**src/qmn_pkg.sv**
```systemverilog
package qmn_pkg;

	localparam logic [1:0] OP_LOAD = 2'd0;
	localparam logic [1:0] OP_MUL  = 2'd1;
	localparam logic [1:0] OP_NORM = 2'd2;

	// bit (component*4 + term) set: that product enters the Hamilton sum negated
	localparam logic [15:0] NEG_TERMS = 16'h428E;

	typedef enum logic [3:0] {
		ST_IDLE,
		ST_MUL,
		ST_MAC,
		ST_RND,
		ST_NCHK,
		ST_SQRW,
		ST_DSTART,
		ST_DIVW,
		ST_WB
	} state_t;

	typedef struct packed {
		logic start_sqrt;
		logic start_div;
	} sqdiv_ctl_t;

endpackage

```
**src/qmn_sqdiv.sv**
```systemverilog
module qmn_sqdiv #(
	parameter int FRAC_BITS = 30
) (
	input  logic                   clk,
	input  logic                   arst_n,
	input  qmn_pkg::sqdiv_ctl_t    ctl,
	input  logic [65:0]            rad,
	input  logic [31:0]            mag,
	output logic                   busy,
	output logic [FRAC_BITS:0]     quot
);

	localparam int QW = FRAC_BITS + 1;
	localparam int NW = 32 + FRAC_BITS;
	localparam logic [5:0] SQ_STEPS  = 6'd33;
	localparam logic [5:0] DIV_STEPS = 6'(QW);

	logic          busy_q;
	logic          div_mode_q;
	logic [5:0]    cnt_q;
	logic [65:0]   rad_q;
	logic [32:0]   root_q;
	logic [35:0]   rem_q;
	logic [QW-1:0] dnum_q;

	logic [35:0]   rem_sq;
	logic [35:0]   trial;
	logic          sq_ge;
	logic [35:0]   rem_dv;
	logic [35:0]   len_ext;
	logic          dv_ge;
	logic [NW-1:0] num;

	always_comb begin
		rem_sq  = {rem_q[33:0], rad_q[65:64]};
		trial   = {1'b0, root_q, 2'b01};
		sq_ge   = rem_sq >= trial;
		rem_dv  = {rem_q[34:0], dnum_q[QW-1]};
		len_ext = {3'd0, root_q};
		dv_ge   = rem_dv >= len_ext;
		num     = {mag, {FRAC_BITS{1'b0}}} + NW'(root_q >> 1);
	end

	always_ff @(posedge clk or negedge arst_n) begin
		if (!arst_n) begin
			busy_q     <= 1'b0;
			div_mode_q <= 1'b0;
			cnt_q      <= '0;
		end else if (ctl.start_sqrt) begin
			busy_q     <= 1'b1;
			div_mode_q <= 1'b0;
			cnt_q      <= SQ_STEPS;
		end else if (ctl.start_div) begin
			busy_q     <= 1'b1;
			div_mode_q <= 1'b1;
			cnt_q      <= DIV_STEPS;
		end else if (busy_q) begin
			cnt_q <= cnt_q - 6'd1;
			if (cnt_q == 6'd1) begin
				busy_q <= 1'b0;
			end
		end
	end

	always_ff @(posedge clk) begin
		if (ctl.start_sqrt) begin
			rad_q  <= rad;
			root_q <= '0;
			rem_q  <= '0;
		end else if (ctl.start_div) begin
			rem_q  <= 36'(num[NW-1:QW]);
			dnum_q <= num[QW-1:0];
		end else if (busy_q) begin
			if (!div_mode_q) begin
				rad_q <= {rad_q[63:0], 2'b00};
				if (sq_ge) begin
					rem_q  <= rem_sq - trial;
					root_q <= {root_q[31:0], 1'b1};
				end else begin
					rem_q  <= rem_sq;
					root_q <= {root_q[31:0], 1'b0};
				end
			end else begin
				dnum_q <= {dnum_q[QW-2:0], dv_ge};
				rem_q  <= dv_ge ? (rem_dv - len_ext) : rem_dv;
			end
		end
	end

	assign busy = busy_q;
	assign quot = dnum_q;

endmodule

```
**src/quaternion_multiply_normalize_unit_top.sv**
```systemverilog
// channel  | valid     | stall     | payload
// ---------+-----------+-----------+------------------------------------------------
// input    | in_valid  | in_stall  | op, operand_w, operand_x, operand_y, operand_z
// output   | out_valid | out_stall | result_w/x/y/z, zero_length, saturated
//
// One item at a time; in_stall is high from transfer until the result is registered.
// Multiply is paced by the single 32x32 multiplier (16 products, multiply then accumulate).
// Normalize is paced by the one-bit-per-cycle root and divide unit and skips that unit on
// zero length. Output stall holds the result register and, once the next result is
// ready, the sequencer. Reset gives identity.
module quaternion_multiply_normalize_unit_top #(
	parameter int FRAC_BITS = 30
) (
	input  logic               clk,
	input  logic               arst_n,
	input  logic               in_valid,
	output logic               in_stall,
	input  logic [1:0]         op,
	input  logic signed [31:0] operand_w,
	input  logic signed [31:0] operand_x,
	input  logic signed [31:0] operand_y,
	input  logic signed [31:0] operand_z,
	output logic               out_valid,
	input  logic               out_stall,
	output logic signed [31:0] result_w,
	output logic signed [31:0] result_x,
	output logic signed [31:0] result_y,
	output logic signed [31:0] result_z,
	output logic               zero_length,
	output logic               saturated
);

	localparam logic signed [65:0] HALF = 66'sd1 <<< (FRAC_BITS - 1);
	localparam logic signed [65:0] RMAX = 66'sd2147483647;
	localparam logic signed [65:0] RMIN = -66'sd2147483648;
	localparam logic signed [31:0] ONE  = 32'sd1 <<< FRAC_BITS;

	qmn_pkg::state_t       state_q, state_d;
	qmn_pkg::sqdiv_ctl_t   sd_ctl;

	logic [3:0]            cnt_q;
	logic signed [31:0]    acc_q [4];
	logic                  out_valid_q;
	logic                  zl_q;
	logic                  sat_q;

	logic [1:0]            op_q;
	logic signed [31:0]    opd_q [4];
	logic signed [31:0]    res_q [4];
	logic signed [63:0]    prod_q;
	logic signed [65:0]    sum_q;
	logic signed [31:0]    out_q [4];
	logic                  out_zl_q;
	logic                  out_sat_q;

	logic                  accept;
	logic                  out_free;
	logic signed [31:0]    mul_a;
	logic signed [31:0]    mul_b;
	logic signed [65:0]    prod_ext;
	logic signed [65:0]    rnd_sum;
	logic signed [65:0]    rnd_shift;
	logic signed [31:0]    rnd_val;
	logic                  rnd_sat;
	logic signed [31:0]    cur;
	logic [31:0]           mag;
	logic                  sd_busy;
	logic [FRAC_BITS:0]    quot;
	logic signed [31:0]    q_ext;
	logic signed [31:0]    div_val;

	qmn_sqdiv #(
		.FRAC_BITS(FRAC_BITS)
	) u_sqdiv (
		.clk   (clk),
		.arst_n(arst_n),
		.ctl   (sd_ctl),
		.rad   (sum_q),
		.mag   (mag),
		.busy  (sd_busy),
		.quot  (quot)
	);

	always_comb begin
		accept   = in_valid && !in_stall;
		out_free = !out_valid_q || !out_stall;

		mul_a = acc_q[cnt_q[1:0]];
		mul_b = (op_q == qmn_pkg::OP_NORM) ? acc_q[cnt_q[1:0]]
			: opd_q[cnt_q[3:2] ^ cnt_q[1:0]];
		prod_ext = {{2{prod_q[63]}}, prod_q};

		rnd_sum   = sum_q + HALF;
		rnd_shift = rnd_sum >>> FRAC_BITS;
		rnd_sat   = 1'b0;
		if (rnd_shift > RMAX) begin
			rnd_val = 32'sh7FFFFFFF;
			rnd_sat = 1'b1;
		end else if (rnd_shift < RMIN) begin
			rnd_val = 32'sh80000000;
			rnd_sat = 1'b1;
		end else begin
			rnd_val = rnd_shift[31:0];
		end

		cur     = acc_q[cnt_q[1:0]];
		mag     = cur[31] ? 32'(-cur) : 32'(cur);
		q_ext   = 32'(quot);
		div_val = cur[31] ? -q_ext : q_ext;
	end

	always_comb begin
		state_d  = state_q;
		sd_ctl   = '0;
		in_stall = (state_q != qmn_pkg::ST_IDLE);
		case (state_q)
			qmn_pkg::ST_IDLE: begin
				if (in_valid) begin
					if (op inside {qmn_pkg::OP_MUL, qmn_pkg::OP_NORM}) begin
						state_d = qmn_pkg::ST_MUL;
					end else begin
						state_d = qmn_pkg::ST_WB;
					end
				end
			end
			qmn_pkg::ST_MUL: begin
				state_d = qmn_pkg::ST_MAC;
			end
			qmn_pkg::ST_MAC: begin
				if (op_q == qmn_pkg::OP_NORM) begin
					state_d = (cnt_q == 4'd3) ? qmn_pkg::ST_NCHK : qmn_pkg::ST_MUL;
				end else begin
					state_d = (cnt_q[1:0] == 2'd3) ? qmn_pkg::ST_RND : qmn_pkg::ST_MUL;
				end
			end
			qmn_pkg::ST_RND: begin
				state_d = (cnt_q == 4'd15) ? qmn_pkg::ST_WB : qmn_pkg::ST_MUL;
			end
			qmn_pkg::ST_NCHK: begin
				if (sum_q == '0) begin
					state_d = qmn_pkg::ST_WB;
				end else begin
					sd_ctl.start_sqrt = 1'b1;
					state_d = qmn_pkg::ST_SQRW;
				end
			end
			qmn_pkg::ST_SQRW: begin
				if (!sd_busy) begin
					state_d = qmn_pkg::ST_DSTART;
				end
			end
			qmn_pkg::ST_DSTART: begin
				sd_ctl.start_div = 1'b1;
				state_d = qmn_pkg::ST_DIVW;
			end
			qmn_pkg::ST_DIVW: begin
				if (!sd_busy) begin
					state_d = (cnt_q[1:0] == 2'd3) ? qmn_pkg::ST_WB : qmn_pkg::ST_DSTART;
				end
			end
			qmn_pkg::ST_WB: begin
				if (out_free) begin
					state_d = qmn_pkg::ST_IDLE;
				end
			end
			default: begin
				state_d = qmn_pkg::ST_IDLE;
			end
		endcase
	end

	always_ff @(posedge clk or negedge arst_n) begin
		if (!arst_n) begin
			state_q <= qmn_pkg::ST_IDLE;
		end else begin
			state_q <= state_d;
		end
	end

	always_ff @(posedge clk or negedge arst_n) begin
		if (!arst_n) begin
			cnt_q       <= '0;
			acc_q[0]    <= ONE;
			acc_q[1]    <= '0;
			acc_q[2]    <= '0;
			acc_q[3]    <= '0;
			out_valid_q <= 1'b0;
			zl_q        <= 1'b0;
			sat_q       <= 1'b0;
		end else begin
			if (state_q == qmn_pkg::ST_WB && out_free) begin
				out_valid_q <= 1'b1;
			end else if (out_valid_q && !out_stall) begin
				out_valid_q <= 1'b0;
			end
			case (state_q)
				qmn_pkg::ST_IDLE: begin
					if (accept) begin
						cnt_q <= '0;
						zl_q  <= 1'b0;
						sat_q <= 1'b0;
					end
				end
				qmn_pkg::ST_MAC: begin
					if (state_d == qmn_pkg::ST_MUL) begin
						cnt_q <= cnt_q + 4'd1;
					end
				end
				qmn_pkg::ST_RND: begin
					cnt_q <= cnt_q + 4'd1;
					if (rnd_sat) begin
						sat_q <= 1'b1;
					end
				end
				qmn_pkg::ST_NCHK: begin
					cnt_q <= '0;
					if (sum_q == '0) begin
						zl_q <= 1'b1;
					end
				end
				qmn_pkg::ST_DIVW: begin
					if (!sd_busy) begin
						cnt_q <= cnt_q + 4'd1;
					end
				end
				qmn_pkg::ST_WB: begin
					if (out_free) begin
						acc_q <= res_q;
					end
				end
				default: begin
				end
			endcase
		end
	end

	always_ff @(posedge clk) begin
		case (state_q)
			qmn_pkg::ST_IDLE: begin
				if (accept) begin
					op_q     <= op;
					opd_q[0] <= operand_w;
					opd_q[1] <= operand_x;
					opd_q[2] <= operand_y;
					opd_q[3] <= operand_z;
					sum_q    <= '0;
					if (op == qmn_pkg::OP_LOAD) begin
						res_q[0] <= operand_w;
						res_q[1] <= operand_x;
						res_q[2] <= operand_y;
						res_q[3] <= operand_z;
					end else begin
						res_q <= acc_q;
					end
				end
			end
			qmn_pkg::ST_MUL: begin
				prod_q <= mul_a * mul_b;
			end
			qmn_pkg::ST_MAC: begin
				if (op_q != qmn_pkg::OP_NORM && qmn_pkg::NEG_TERMS[cnt_q]) begin
					sum_q <= sum_q - prod_ext;
				end else begin
					sum_q <= sum_q + prod_ext;
				end
			end
			qmn_pkg::ST_RND: begin
				res_q[cnt_q[3:2]] <= rnd_val;
				sum_q             <= '0;
			end
			qmn_pkg::ST_DIVW: begin
				if (!sd_busy) begin
					res_q[cnt_q[1:0]] <= div_val;
				end
			end
			qmn_pkg::ST_WB: begin
				if (out_free) begin
					out_q     <= res_q;
					out_zl_q  <= zl_q;
					out_sat_q <= sat_q;
				end
			end
			default: begin
			end
		endcase
	end

	assign out_valid   = out_valid_q;
	assign result_w    = out_q[0];
	assign result_x    = out_q[1];
	assign result_y    = out_q[2];
	assign result_z    = out_q[3];
	assign zero_length = out_zl_q;
	assign saturated   = out_sat_q;

	a_accept_holds: assert property (@(posedge clk) disable iff (!arst_n)
		(in_valid && !in_stall) |=> in_stall)
		else $error("input transfer not followed by stall");

	a_unit_owner: assert property (@(posedge clk) disable iff (!arst_n)
		sd_busy |-> (state_q == qmn_pkg::ST_SQRW || state_q == qmn_pkg::ST_DIVW))
		else $error("root/divide unit busy outside its wait states");

	a_flag_excl: assert property (@(posedge clk) disable iff (!arst_n)
		out_valid |-> !(zero_length && saturated))
		else $error("zero length and saturation flagged together");

	a_norm_squares: assert property (@(posedge clk) disable iff (!arst_n)
		(state_q == qmn_pkg::ST_MUL && op_q == qmn_pkg::OP_NORM) |-> (cnt_q[3:2] == 2'd0))
		else $error("normalize square index out of range");

endmodule

```
**config.mk**
```make
export PLATFORM = sky130hd
export DESIGN_NAME = quaternion_multiply_normalize_unit_top
export DESIGN_NICKNAME = d
export VERILOG_FILES = /design/src/qmn_pkg.sv /design/src/qmn_sqdiv.sv /design/src/quaternion_multiply_normalize_unit_top.sv
export SDC_FILE = /design/constraint.sdc
export NUM_CORES = 2
export LEC_CHECK = 0
export ABC_AREA = 1
export BUFFER_PORTS_ARGS = -buffer_cell sky130_fd_sc_hd__buf_2
export CORE_MARGIN = 1
export CORE_UTILIZATION = 35
export CTS_BUF_LIST = sky130_fd_sc_hd__clkbuf_8
export DETAILED_ROUTE_END_ITERATION = 10
export GPL_TIMING_DRIVEN = 0
export PLACE_DENSITY = 0.55
export SYNTH_ARGS = -nofsm -noshare
export SYNTH_HDL_FRONTEND = slang
export SYNTH_SLANG_ARGS = --single-unit
```
**constraint.sdc**
```tcl
create_clock -name clk -period 11.28 [get_ports clk]
set_input_delay 0.564 -clock clk [delete_from_list [all_inputs] [get_ports clk]]
set_output_delay 0.564 -clock clk [all_outputs]
set_load 0.01 [all_outputs]
```
==> impl_metrics.py <==
metrics = {
    "routing": {
        "ant_nets": 0,
        "avgViaCountPerCell": 5.59,
        "vias": 81848,
        "wl_mm": 411,
        "drt_iter0_markers": 10240,
        "drc": 1,
        "wire_per_inst_um": 28.1,
        "drtPass1Iterations": 10,
    },
    "layout": {
        "fill_cells": 25450,
        "fin_nets": 12731,
        "final_util_pct": 39.7,
        "drive_gt1_share_pct": 7.43,
        "mostFrequentLayoutCells": "2221 x nand2_1, 1858 x inv_1, 1098 x nor2_1, 1070 x fa_1, 677 x a21oi_1",
        "area_growth_pct": 12.5,
        "final_common_cell": "nand2_1",
        "final_area_mm2": 0.0978,
    },
    "clock_tree": {
        "htree_levels": 4,
        "numCtsBuffers": 147,
        "clock_latency_ns": 0.93,
        "clock_sinks": 830,
        "clk_pin_slew_ns": 0.07,
        "cts-root-buf": "clkbuf_8",
        "cts_tree": "built",
        "cts_buffer_depth": 3,
    },
    "flow_run": {
        "drv_cap": 3,
    },
    "critical_path": {
        "rr_worst_depth": 29,
        "crit_slowest_cell": "fa_1",
        "arrival_ns": 11.77,
        "worstSetupStartpoint": "cnt_q[1]$_DFFE_PN0P_",
        "cp-end-kind": "register",
        "cp-start-kind": "register",
        "worstPathMaxFanout": 11,
        "worstReg2RegStart": "cnt_q[1]$_DFFE_PN0P_",
        "required_ns": 11.89,
        "crit_type": "register to register",
        "crit_top_cell": "fa_1",
        "critPathBufInv": 9,
        "cp_top_family": "adder cells",
        "crit_path_max_incr_delay_ns": 0.85,
        "crit_cells": 29,
    },
    "min_path": {
        "min_path_cells": 1,
        "holdCritPathClass": "input pin to register",
        "worstHoldStart": "operand_x[4]",
    },
    "grt": {
        "grt.overflow.total": 0,
        "grt_max_degree": 84,
        "grt_pass1_vias": 80482,
        "grt_pass1_wl_mm": 577,
        "grtUsageTotal_pct": 32.4,
        "grt_antenna_before_repair": 26,
    },
    "timing": {
        "worstMarginPinSlew_ns": 1.74,
        "hold_violations": 0,
        "maxSlewViolCount": 7,
        "slew_headroom_pct": -16.7,
        "fin_crit_ns": 11.16,
        "fin_crit_sh_pct": 98.9,
        "fmax_ghz": 0.0896,
        "whs_ns": 0.0756,
        "fin_tns_setup_ns": 0,
        "setup_viol": 0,
        "rsz0062_at_grt": "true",
        "clock_skew_ns": 0.0635,
    },
    "logic_synthesis": {
        "ys_seq_area_share_pct": 27.1,
        "syn_area_per_cell_um2": 8.20,
        "synthTopCellsByArea": "fa_1 25%, edfxtp_1 21%, nand2_1 9.7%",
        "synth-edff-count": 615,
        "yosysTopAreaCell": "fa_1",
        "ys_seq_elements": 830,
        "yosys.area.top_type_share_pct": 25.0,
        "syn_area_mm2": 0.0869,
        "synth_nets": 12152,
        "synth_cell_type_count": 67,
        "ys.flop_type": "edfxtp_1",
        "synth_warnings": 0,
        "postSynthCellCount": 10603,
        "async_flop_share_pct": 17.7,
    },
    "outcome": {
        "status": "finished, violations left",
        "violations": "DRC, capacitance limit, slew limit",
    },
    "floorplan": {
        "die_h_um": 500,
        "num_rows": 182,
        "initial_core_util_pct": 35.3,
        "die_area_mm2": 0.250,
        "core_area_mm2": 0.246,
        "dieWidth_um": 500,
        "io_pins": 266,
    },
    "placed_design": {
        "place_congestion": 1.09,
        "place_area_mm2": 0.0930,
        "numPortBuffers": 265,
        "dp_hpwl_mm": 337,
    },
}
## area by class of cell
type | count | area, µm² | area share, %
diodes | 20 | 50.0 | 0.0512
clock buffers | 164 | 2260 | 2.31
repair buffers | 435 | 3270 | 3.34
plain buffers | 443 | 2080 | 2.13
well taps | 3312 | 4140 | 4.24
clock inverters | 108 | 706 | 0.722
inverters | 1878 | 7100 | 7.26
multi-input cells | 7447 | 54700 | 55.9
flip-flops and latches | 830 | 23500 | 24.0
## flip-flops by register name, indices dropped and copies added (netlist names), 2 cells and up
register,cells
u_sqdiv.quot,31
u_sqdiv.rad_q,66
opd_q,128
u_sqdiv.rem_q,35
res_q,128
prod_q,64
cnt_q,4
u_sqdiv.root_q,33
result_z,32
u_sqdiv.cnt_q,6
op_q,2
sum_q,66
state_q,4
acc_q,128
result_y,32
result_x,32
result_w,32
## kinds of logic after synthesis
logic type	count (synthesis)	synth area share, %
flops	830	27.1
simple gates	3879	17.9
compound gates	1879	12.0
xor+xnor	270	2.77
buf+inv	2326	10.4
fa+ha+maj	1415	29.7
mux	4	0.0461
## worst paths after layout
| kind | slack, ns | end |
|---|---|---|
| max | 0.12 | prod_q[57]$_DFFE_PP_ |
| min | 0.08 | opd_q[1][4]$_DFFE_PP_ |
| max reg2reg | 0.12 | prod_q[57]$_DFFE_PP_ |
| min reg2reg | 0.48 | result_w[18]$_DFFE_PP_ |
| max in group asynchronous | 9.97 | acc_q[114]$_DFFE_PN0P_ |
| min in group asynchronous | 0.20 | acc_q[123]$_DFFE_PN0P_ |
## repair_timing
item	4_1_cts	5_1_grt
resized for setup	49	105
hold endpoints to repair	191	0
setup buffers	0	19
endpoints found under the setup margin	41	25
pin swaps	0	2
hold buffers	128	0
## stage by stage
stage	cells	setup slack, ns
floorplan	10603	2.26
global route	14620	-0.0343
finish	14637	0.125
CTS	14601	0.0212
detailed placement	14203	-1.68
global placement	14180	-3.02
## worst reg2reg max path, delay by kind of cell (launching register included)
family	cells	cell delay, ns
flip-flops	1	0.41
AO/OA/AOI/OAI	6	1.22
adder cells (fa/ha/maj)	9	4.95
buffers and inverters	9	3.03
AND/OR/NAND/NOR	4	1.04
XOR/XNOR	1	0.18
## Yosys cell counts (all sizes together), types with 150 or more instances
library cell  instances
nand2              2263
inv                1850
nor2               1124
fa                 1085
o21ai               778
a21oi               682
edfxtp              615
ha                  330
clkbuf              298
nand3               264
xor2                175
buf                 150
## routing by layer
| metal | track usage (%) | part of all wire, % | vias to the layer above |
|---|---|---|---|
| met2 | 48.7 | 43 | 5311 |
| li1 | - | - | 34859 |
| met4 | 22.6 | 8.1 | 30 |
| met1 | 39.6 | 37 | 40374 |
| met5 | 0 | 0.046 | - |
| met3 | 9.76 | 12 | 1274 |
Power is left out: the tool's default activity adds up to more than one toggle a clock period on the data nets, which glitch-free logic cannot reach.
